$ cat src/hdl/pidc_pkg.sv
// pidc_pkg: shared constants, register indexes and sequencer states of the
// clamped pid controller; no dependencies
`default_nettype none

package pidc_pkg;

  localparam int DATA_WIDTH_DEF = 16;
  localparam int DT_W           = 16;  // unsigned q8.8 time step
  localparam int GAIN_W         = 16;  // signed q8.8 gains
  localparam int INTEG_W        = 48;  // integral and derivative width
  localparam int HALF_W         = INTEG_W / 2;
  localparam int FRAC_W         = 16;  // fraction bits of the q.16 sum
  localparam int P_SHIFT        = 8;   // q.8 proportional product to q.16
  localparam int ACC_W          = 65;  // holds p + i + d without overflow
  localparam int CFG_IDX_W      = 3;

  localparam logic OP_CLEAR = 1'b1;

  localparam logic signed [GAIN_W-1:0] GAIN_P_RST = 16'sd256;
  localparam logic signed [GAIN_W-1:0] GAIN_D_RST = 16'sd0;
  localparam logic signed [GAIN_W-1:0] GAIN_I_RST = 16'sd0;

  localparam logic signed [INTEG_W-1:0] INTEG_MAX = {1'b0, {(INTEG_W-1){1'b1}}};
  localparam logic signed [INTEG_W-1:0] INTEG_MIN = {1'b1, {(INTEG_W-1){1'b0}}};

  typedef enum logic [CFG_IDX_W-1:0] {
    REG_OUT_MAX = 3'd0,
    REG_OUT_MIN = 3'd1,
    REG_GAIN_P  = 3'd2,
    REG_GAIN_D  = 3'd3,
    REG_GAIN_I  = 3'd4
  } pidc_reg_t;

  typedef enum logic [3:0] {
    S_IDLE,
    S_MUL_ED,
    S_MUL_PE,
    S_MUL_IL,
    S_MUL_IH,
    S_ACC_IH,
    S_WAIT_DIV,
    S_MUL_DL,
    S_MUL_DH,
    S_ACC_DH,
    S_DONE
  } pidc_state_t;

endpackage

`default_nettype wire

$ cat src/hdl/pid_controller_clamped.sv
// a control step waits for the bit-serial divider that forms the derivative,
// unless the time step is zero; a clear goes straight to the result. one item
// at a time; the next input is taken the cycle after the result is loaded,
// even if it still waits downstream.
// reset (synchronous, active low) clears integral and last error, loads gain and
// limit defaults and empties the output register.
`default_nettype none

module pid_controller_clamped
  import pidc_pkg::*;
#(
  parameter int DATA_WIDTH = DATA_WIDTH_DEF,
  localparam int CFG_W = (DATA_WIDTH > GAIN_W) ? DATA_WIDTH : GAIN_W
) (
  input  wire logic                         clk,
  input  wire logic                         rst_n,
  // configuration writes
  input  wire logic                         cfg_we,
  input  wire logic [CFG_IDX_W-1:0]         cfg_index,
  input  wire logic [CFG_W-1:0]             cfg_data,
  // input channel
  input  wire logic                         in_valid,
  output      logic                         in_ready,
  input  wire logic                         in_operation,
  input  wire logic signed [DATA_WIDTH-1:0] in_target,
  input  wire logic signed [DATA_WIDTH-1:0] in_measured,
  input  wire logic [DT_W-1:0]              in_time_step,
  // result channel
  output      logic                         out_valid,
  input  wire logic                         out_ready,
  output      logic signed [DATA_WIDTH-1:0] out_drive,
  output      logic                         out_zero_step,
  output      logic                         out_clamped
);

  localparam int ERR_W  = DATA_WIDTH + 1;           // target - measured
  localparam int DIFF_W = DATA_WIDTH + 2;           // error - last error
  localparam int NUM_W  = ERR_W + FRAC_W;           // |diff| * 65536
  localparam int MA_W   = DT_W + 1;                 // gain or zero-extended dt
  localparam int MB_W   = (ERR_W > HALF_W + 1) ? ERR_W : HALF_W + 1;
  localparam int PROD_W = MA_W + MB_W;
  localparam int IS_W   = ((PROD_W > INTEG_W) ? PROD_W : INTEG_W) + 1;
  localparam int LIM_W  = ACC_W - FRAC_W;

  localparam logic signed [IS_W-1:0] I_MAX = IS_W'(INTEG_MAX);
  localparam logic signed [IS_W-1:0] I_MIN = IS_W'(INTEG_MIN);

  // sequencer
  pidc_state_t state_r, state_nxt;

  // configuration registers
  logic signed [DATA_WIDTH-1:0] out_max_r, out_min_r;
  logic signed [GAIN_W-1:0]     gain_p_r, gain_d_r, gain_i_r;

  // controller state
  logic signed [ERR_W-1:0]   last_err_r;
  logic signed [INTEG_W-1:0] integ_r, integ_nxt;

  // per-item working registers
  logic                      op_r;
  logic                      zero_r;
  logic signed [ERR_W-1:0]   err_r;
  logic [DT_W-1:0]           dt_r;
  logic signed [ACC_W-1:0]   acc_r, acc_nxt;

  // output register
  logic                         out_valid_r;
  logic signed [DATA_WIDTH-1:0] out_drive_r;
  logic                         out_zero_r;
  logic                         out_clamp_r;
  logic                         out_load;

  // shared multiplier
  logic signed [MA_W-1:0]   mul_a;
  logic signed [MB_W-1:0]   mul_b;
  logic signed [PROD_W-1:0] prod_r;
  logic signed [ACC_W-1:0]  prod_x;

  // derivative divider
  logic                      div_start;
  logic                      div_done;
  logic signed [INTEG_W-1:0] deriv;
  logic signed [DIFF_W-1:0]  diff, diff_mag;
  logic [NUM_W-1:0]          div_num;

  // integral and clamp datapath
  logic signed [IS_W-1:0]       integ_sum;
  logic signed [ACC_W-1:0]      max_x, min_x;
  logic                         over_max, under_min;
  logic signed [DATA_WIDTH-1:0] drive_val;
  logic signed [ERR_W-1:0]      err_in;

  assign in_ready      = (state_r == S_IDLE);
  assign out_valid     = out_valid_r;
  assign out_drive     = out_drive_r;
  assign out_zero_step = out_zero_r;
  assign out_clamped   = out_clamp_r;

  assign err_in = ERR_W'(in_target) - ERR_W'(in_measured);

  pidc_mul #(
    .A_W (MA_W),
    .B_W (MB_W)
  ) u_mul (
    .clk    (clk),
    .a      (mul_a),
    .b      (mul_b),
    .prod_r (prod_r)
  );

  // derivative numerator: |error - last error| shifted into q.16, sign kept aside
  assign diff     = DIFF_W'(err_r) - DIFF_W'(last_err_r);
  assign diff_mag = diff[DIFF_W-1] ? -diff : diff;
  assign div_num  = {diff_mag[ERR_W-1:0], {FRAC_W{1'b0}}};

  pidc_div #(
    .N_W (NUM_W)
  ) u_div (
    .clk        (clk),
    .rst_n      (rst_n),
    .start      (div_start),
    .dividend   (div_num),
    .divisor    (dt_r),
    .negate     (diff[DIFF_W-1]),
    .done_r     (div_done),
    .quotient_r (deriv)
  );

  // sequencer: at most one multiplier operand pair per state, its product lands in the cycle after
  always_comb begin
    state_nxt = state_r;
    div_start = 1'b0;
    out_load  = 1'b0;
    mul_a     = '0;
    mul_b     = '0;
    unique case (state_r)
      S_IDLE: begin
        if (in_valid) begin
          state_nxt = (in_operation == OP_CLEAR) ? S_DONE : S_MUL_ED;
        end
      end
      S_MUL_ED: begin
        // error * dt for the integral; divider starts alongside unless the time step is zero
        mul_a     = {1'b0, dt_r};
        mul_b     = MB_W'(err_r);
        div_start = ~zero_r;
        state_nxt = S_MUL_PE;
      end
      S_MUL_PE: begin
        mul_a     = MA_W'(gain_p_r);
        mul_b     = MB_W'(err_r);
        state_nxt = S_MUL_IL;
      end
      S_MUL_IL: begin
        mul_a     = MA_W'(gain_i_r);
        mul_b     = MB_W'({1'b0, integ_r[HALF_W-1:0]});
        state_nxt = S_MUL_IH;
      end
      S_MUL_IH: begin
        mul_a     = MA_W'(gain_i_r);
        mul_b     = MB_W'(signed'(integ_r[INTEG_W-1:HALF_W]));
        state_nxt = S_ACC_IH;
      end
      S_ACC_IH: begin
        state_nxt = S_WAIT_DIV;
      end
      S_WAIT_DIV: begin
        // zero time step skips the derivative term
        if (zero_r) begin
          state_nxt = S_DONE;
        end else if (div_done) begin
          state_nxt = S_MUL_DL;
        end
      end
      S_MUL_DL: begin
        mul_a     = MA_W'(gain_d_r);
        mul_b     = MB_W'({1'b0, deriv[HALF_W-1:0]});
        state_nxt = S_MUL_DH;
      end
      S_MUL_DH: begin
        mul_a     = MA_W'(gain_d_r);
        mul_b     = MB_W'(signed'(deriv[INTEG_W-1:HALF_W]));
        state_nxt = S_ACC_DH;
      end
      S_ACC_DH: begin
        state_nxt = S_DONE;
      end
      S_DONE: begin
        // wait for a free output register
        if (!out_valid_r || out_ready) begin
          out_load  = 1'b1;
          state_nxt = S_IDLE;
        end
      end
      default: begin
        state_nxt = S_IDLE;
      end
    endcase
  end

  // accumulator of the q.16 sum; each add takes the product of the state before
  assign prod_x = ACC_W'(prod_r);

  always_comb begin
    unique case (state_r)
      S_MUL_PE:           acc_nxt = '0;
      S_MUL_IL:           acc_nxt = acc_r + (prod_x <<< P_SHIFT);  // p term
      S_MUL_IH, S_MUL_DH: acc_nxt = acc_r + prod_x;                // low halves
      S_ACC_IH, S_ACC_DH: acc_nxt = acc_r + (prod_x <<< HALF_W);   // high halves
      default:            acc_nxt = acc_r;
    endcase
  end

  // saturating integral update with error * dt
  assign integ_sum = IS_W'(integ_r) + IS_W'(prod_r);

  always_comb begin
    if (integ_sum > I_MAX) begin
      integ_nxt = INTEG_MAX;
    end else if (integ_sum < I_MIN) begin
      integ_nxt = INTEG_MIN;
    end else begin
      integ_nxt = integ_sum[INTEG_W-1:0];
    end
  end

  // clamp: max is tested first, so crossed limits favor out_max
  assign max_x     = {LIM_W'(out_max_r), {FRAC_W{1'b0}}};
  assign min_x     = {LIM_W'(out_min_r), {FRAC_W{1'b0}}};
  assign over_max  = (acc_r > max_x);
  assign under_min = (acc_r < min_x);

  always_comb begin
    priority if (over_max) begin
      drive_val = out_max_r;
    end else if (under_min) begin
      drive_val = out_min_r;
    end else begin
      // floor of the q.16 sum
      drive_val = acc_r[DATA_WIDTH+FRAC_W-1:FRAC_W];
    end
  end

  // control registers
  always_ff @(posedge clk) begin
    if (!rst_n) begin
      state_r     <= S_IDLE;
      out_valid_r <= 1'b0;
    end else begin
      state_r <= state_nxt;
      if (out_load) begin
        out_valid_r <= 1'b1;
      end else if (out_ready) begin
        out_valid_r <= 1'b0;
      end
    end
  end

  // configuration writes, unknown indexes ignored
  always_ff @(posedge clk) begin
    if (!rst_n) begin
      out_max_r <= {1'b0, {(DATA_WIDTH-1){1'b1}}};
      out_min_r <= {1'b1, {(DATA_WIDTH-1){1'b0}}};
      gain_p_r  <= GAIN_P_RST;
      gain_d_r  <= GAIN_D_RST;
      gain_i_r  <= GAIN_I_RST;
    end else if (cfg_we) begin
      unique case (cfg_index)
        REG_OUT_MAX: out_max_r <= cfg_data[DATA_WIDTH-1:0];
        REG_OUT_MIN: out_min_r <= cfg_data[DATA_WIDTH-1:0];
        REG_GAIN_P:  gain_p_r  <= cfg_data[GAIN_W-1:0];
        REG_GAIN_D:  gain_d_r  <= cfg_data[GAIN_W-1:0];
        REG_GAIN_I:  gain_i_r  <= cfg_data[GAIN_W-1:0];
        default: ;
      endcase
    end
  end

  // controller state: integral and last error
  always_ff @(posedge clk) begin
    if (!rst_n) begin
      integ_r    <= '0;
      last_err_r <= '0;
    end else begin
      if (state_r == S_MUL_PE) begin
        integ_r <= integ_nxt;
      end
      if (out_load) begin
        if (op_r == OP_CLEAR) begin
          integ_r    <= '0;
          last_err_r <= '0;
        end else begin
          last_err_r <= err_r;
        end
      end
    end
  end

  // working and output payload
  always_ff @(posedge clk) begin
    if (in_valid && in_ready) begin
      op_r   <= in_operation;
      err_r  <= err_in;
      dt_r   <= in_time_step;
      zero_r <= (in_time_step == '0);
    end
    acc_r <= acc_nxt;
    if (out_load) begin
      if (op_r == OP_CLEAR) begin
        out_drive_r <= '0;
        out_zero_r  <= 1'b0;
        out_clamp_r <= 1'b0;
      end else begin
        out_drive_r <= drive_val;
        out_zero_r  <= zero_r;
        out_clamp_r <= over_max | under_min;
      end
    end
  end

endmodule

`default_nettype wire

$ cat src/hdl/pidc_mul.sv
// pidc_mul: shared signed multiplier with registered product
// no package dependency
`default_nettype none

module pidc_mul #(
  parameter int A_W = 17,
  parameter int B_W = 25
) (
  input  wire logic                      clk,
  input  wire logic signed [A_W-1:0]     a,
  input  wire logic signed [B_W-1:0]     b,
  output      logic signed [A_W+B_W-1:0] prod_r
);

  always_ff @(posedge clk) begin
    prod_r <= (A_W+B_W)'(a) * (A_W+B_W)'(b);
  end

endmodule

`default_nettype wire

$ cat src/hdl/pidc_div.sv
// pidc_div: bit-serial restoring divider for the derivative term,
// one quotient bit per cycle, signed result saturated to 48 bits; uses pidc_pkg
`default_nettype none

module pidc_div
  import pidc_pkg::*;
#(
  parameter int N_W = 33
) (
  input  wire logic                      clk,
  input  wire logic                      rst_n,
  input  wire logic                      start,
  input  wire logic [N_W-1:0]            dividend,
  input  wire logic [DT_W-1:0]           divisor,
  input  wire logic                      negate,
  output      logic                      done_r,
  output      logic signed [INTEG_W-1:0] quotient_r
);

  localparam int CNT_W = $clog2(N_W + 1);
  localparam int QE_W  = (N_W > INTEG_W) ? N_W : INTEG_W;
  localparam logic [QE_W-1:0] POS_LIM = QE_W'(INTEG_MAX);

  logic             busy_r;
  logic [CNT_W-1:0] cnt_r;
  logic [DT_W-1:0]  rem_r;
  logic [N_W-1:0]   quo_r;
  logic [DT_W-1:0]  divisor_r;
  logic             neg_r;

  logic [DT_W:0]            shifted;
  logic [DT_W+1:0]          trial;
  logic                     q_bit;
  logic [QE_W-1:0]          q_e;
  logic signed [INTEG_W-1:0] quotient_nxt;

  assign shifted = {rem_r, quo_r[N_W-1]};
  assign trial   = {1'b0, shifted} - {2'b00, divisor_r};
  assign q_bit   = ~trial[DT_W+1];
  assign q_e     = QE_W'(quo_r);

  // truncated quotient with the dividend sign, clipped to the 48-bit range
  always_comb begin
    if (q_e > POS_LIM) begin
      quotient_nxt = neg_r ? INTEG_MIN : INTEG_MAX;
    end else if (neg_r) begin
      quotient_nxt = ~q_e[INTEG_W-1:0] + 1'b1;
    end else begin
      quotient_nxt = q_e[INTEG_W-1:0];
    end
  end

  always_ff @(posedge clk) begin
    if (!rst_n) begin
      busy_r <= 1'b0;
      done_r <= 1'b0;
      cnt_r  <= '0;
    end else if (start) begin
      busy_r <= 1'b1;
      done_r <= 1'b0;
      cnt_r  <= CNT_W'(N_W);
    end else if (busy_r) begin
      if (cnt_r != '0) begin
        cnt_r <= cnt_r - 1'b1;
      end else begin
        busy_r <= 1'b0;
        done_r <= 1'b1;
      end
    end
  end

  always_ff @(posedge clk) begin
    if (start) begin
      rem_r     <= '0;
      quo_r     <= dividend;
      divisor_r <= divisor;
      neg_r     <= negate;
    end else if (busy_r && (cnt_r != '0)) begin
      rem_r <= q_bit ? trial[DT_W-1:0] : shifted[DT_W-1:0];
      quo_r <= {quo_r[N_W-2:0], q_bit};
    end else if (busy_r) begin
      quotient_r <= quotient_nxt;
    end
  end

endmodule

`default_nettype wire

$ cat config.mk
export PLATFORM = sky130hd
export DESIGN_NAME = pid_controller_clamped
export DESIGN_NICKNAME = d
export VERILOG_FILES = /design/src/hdl/pidc_pkg.sv /design/src/hdl/pid_controller_clamped.sv /design/src/hdl/pidc_mul.sv /design/src/hdl/pidc_div.sv
export SDC_FILE = /design/constraint.sdc
export NUM_CORES = 2
export LEC_CHECK = 0
export BUFFER_PORTS_ARGS = -buffer_cell sky130_fd_sc_hd__buf_2
export CAP_MARGIN = 5
export CELL_PAD_IN_SITES_DETAIL_PLACEMENT = 0
export CELL_PAD_IN_SITES_GLOBAL_PLACEMENT = 1
export CORE_ASPECT_RATIO = 1.2
export CORE_MARGIN = 3
export CORE_UTILIZATION = 51
export DETAILED_ROUTE_END_ITERATION = 10
export PLACE_DENSITY = 0.91
export REMOVE_ABC_BUFFERS = 1
export SLEW_MARGIN = 15
export SYNTH_ARGS = -nofsm -noshare
export SYNTH_HDL_FRONTEND = slang
export SYNTH_SLANG_ARGS = --single-unit
$ cat constraint.sdc
create_clock -name clk -period 10.3 [get_ports clk]
set_input_delay 1.545 -clock clk [delete_from_list [all_inputs] [get_ports clk]]
set_output_delay 1.545 -clock clk [all_outputs]
set_load 0.1 [all_outputs]
==> results_dict.tcl <==
set metrics [dict create \
    hold_class "reg2reg" \
    grt_start_max_net_pins 92 \
    ys_seq_area_share_pct 22.2 \
    rsz0062_at_grt "false" \
    clockBufferDepth 3 \
    io_pins 93 \
    grt_util_all_layers_pct 30.8 \
    cts-resized-gates 0 \
    setup_tns_ns 0 \
    cts_setup_buffers 0 \
    start_kind "register" \
    cts_root_buf "clkbuf_16" \
    yosys.area.top_type_share_pct 17.6 \
    postCtsHoldBufs 0 \
    path_clk_slew_ns 0.06 \
    powerDensity_mw_per_mm2 236 \
    rows 122 \
    p_int_mw 6.06 \
    cp-end-kind "register" \
    synth_compound_area_share_pct 20.2 \
    fillCellCount 8607 \
    crit_type "reg2reg" \
    drtAntennaViolNets 0 \
    power_frac_clock_pct 15.5 \
    overflow 0 \
    post-synth-top-count-cell "nand2_1" \
    postSynthCellCount 5600 \
    place_hpwl_mm 121 \
    ys.flop_type "dfxtp_1" \
    routedWlPerCell_um 22.2 \
    routed_via_density 6.07 \
    slew_violations 0 \
    gp_congestion 1.01 \
    cts_made_buffers 49 \
    synth_area_mm2 0.0480 \
    avgSynthCellArea_um2 8.58 \
    die_area_mm2 0.0979 \
    drcViolationCount 0 \
    fin_crit_ns 9.40 \
    h-tree-depth 2 \
    die_w_um 286 \
    antenna_found_initial 0 \
    first_pass_iters 7 \
    yosysUniqueCellTypes 102 \
    core_mm2 0.0928 \
    relSlewSlack_pct 22.7 \
    routed_wl_mm 152 \
    fp.dieH_um 342 \
    maxCapViolations 0 \
    clock-sinks 432 \
    synth_top_family_by_area "adder cells" \
    outcome "finished, final reports clean" \
    fin_nets 6507 \
    total_leakage_power_nw 23.3 \
    area_delta_synth_final_pct 7.00 \
    synthTopCellsByArea "fa_1, edfxtp_1, ha_1" \
    min_period_over_period_pct 91.2 \
    drtIter0Drc 3325 \
    synthSimpleGateAreaFrac_pct 15.8 \
    required_ns 10.84 \
    seqPwrFrac_pct 24.0 \
    synthAdderAreaFrac_pct 29.3 \
    final_layout_size_suffix_gt1_share_pct 6.24 \
    ys_ff_latch 432 \
    yosysTopAreaCell "fa_1" \
    arrival_ns 9.94 \
    max_freq_ghz 0.106 \
    synth_mux_area_share_pct 0.779 \
    p_switching_mw 6.09 \
    finalSetupViolCount 0 \
    multi_input_area_mm2 0.0342 \
    ys_warn_count 0 \
    swShare_pct 50.2 \
    grt_pass1_wl_mm 235 \
    synth_async_sr_flop_share_pct 0 \
    synth_xor_xnor_area_share_pct 5.00 \
    regArea_mm2 0.0107 \
    synthTopCellsByCount "nand2_1, inv_1, nor2_1" \
    worstMarginPinSlew_ns 1.16 \
    utilization_pct 55.4 \
    path_max_fanout 25 \
    fin_skew_ns 0.0393 \
    hold_viol 0 \
    start_util_pct 51.8 \
    tritoncts "done" \
    pwr-share-comb_pct 60.5 \
    synth_edf_count 200 \
    portBuffers 92 \
    vdd_drop_max_mv 0.166 \
    insertion_delay_ns 0.64 \
    n_antenna_cell 0 \
    grt_pass1_vias 41000 \
    vias 41500 \
]
## flip-flops by register name (all words and copies together) (netlist names), 6 cells and up
register and flops:
gain_d_r 16, u_div.quo_r 33, out_drive 16, err_r 17, gain_p_r 16, integ_r 48
u_div.divisor_r 16, out_min_r 16, last_err_r 17, dt_r 16, gain_i_r 16, u_div.quotient_r 48
u_div.cnt_r 6, u_div.rem_r 16, out_max_r 16, acc_r 65, u_mul.prod_r 42
## metal layers
metal,track usage (%),wire length (µm),vias to the layer above
met2,51.8,71100,1667
li1,-,-,19300
met5,0,0,-
met4,16.1,9310,0
met3,4.37,11200,407
met1,38.5,60600,20100
## cells in the final DEF (no fill, tap or decap), types with 27 or more instances in the layout
cell,instances
xor2_1,93
a21boi_0,77
nand4_1,62
nor2b_1,39
ha_1,444
nand3_1,113
a31oi_1,35
edfxtp_1,200
dfxtp_1,232
nand2_1,629
mux2i_1,34
o22ai_1,29
a211oi_2,30
a211oi_1,61
o21bai_1,44
buf_4,59
o21ai_0,250
o211ai_1,53
nor2_1,507
buf_2,92
a21o_1,161
and3_1,68
inv_1,626
nor3_1,59
a21oi_1,366
xnor2_1,181
fa_1,423
clkbuf_16,51
a22oi_1,74
or3_1,27
o21a_1,47
and2_1,30
nand2b_1,44
## cells by family after synthesis
family	after synthesis
xor gates and xnor gates	274
adders and majority gates	871
buffers and inverters	863
and+or+nand+nor	1682
DFF	432
AOI/OAI and AO/OA	1441
muxes	37
## per-stage QoR
step / hold WS, ns / power [mW] / worst slack [ns] / cell area, µm² / cells
final: 0.452 / 12.1 / 0.904 / 51400 / 6848
after global routing: 0.472 / 13.0 / 0.542 / 51400 / 6848
after CTS: 0.456 / 12.1 / 1.02 / 51400 / 6848
after detailed placement: 0.448 / 10.1 / 1.10 / 49700 / 6756
after global placement: 0.442 / 10.0 / 1.32 / 49700 / 6756
after floorplan: 0.427 / 7.95 / -0.853 / 47100 / 5365
## final cells by class
type	count	area share, %
flip-flops and latches	432	20.7
clock inverters	25	0.652
well taps	1240	3.02
inverters	628	4.59
clock buffers	67	2.72
repair buffers	151	1.76
multi-input cells	4305	66.5
## worst paths after layout
check | startpoint | endpoint | slack, ns | cells after the start
setup / recovery | state_r[1] | u_mul.prod_r[41] | 0.90 | 26
hold / removal | last_err_r[16] | last_err_r[16] | 0.45 | 2
setup reg to reg | state_r[1] | u_mul.prod_r[41] | 0.90 | 26
hold reg to reg | last_err_r[16] | last_err_r[16] | 0.45 | 2
## critical path, cell delays in order, from the launching register on
cell and delay (ns):
dfxtp_1 0.81, nor3_2 0.09, buf_4 0.25, or2_2 0.46
a222oi_1 0.96, nand2_1 0.52, buf_4 0.35, nand2_1 0.10
fa_1 0.40, inv_1 0.08, fa_1 0.43, fa_1 0.48
fa_1 0.55, fa_1 0.55, inv_1 0.06, fa_1 0.52
inv_1 0.04, ha_1 0.34, a21o_1 0.18, a21o_1 0.20
a2111oi_0 0.57, o21ai_0 0.17, a31oi_1 0.35, nor4_1 0.13
o31ai_1 0.45, nor2_1 0.09, a211oi_1 0.17
## power groups by stage
stage               Sequential, mW  Clock (mW)  Combinational (mW)
finish                        2.92        1.88                7.35
global route                  2.93        1.97                8.13
CTS                           2.89        1.91                7.26
detailed placement            2.93           0                7.22
global placement              2.93           0                7.12
floorplan                     2.59           0                5.36
Power figures use the tool's default switching activity.
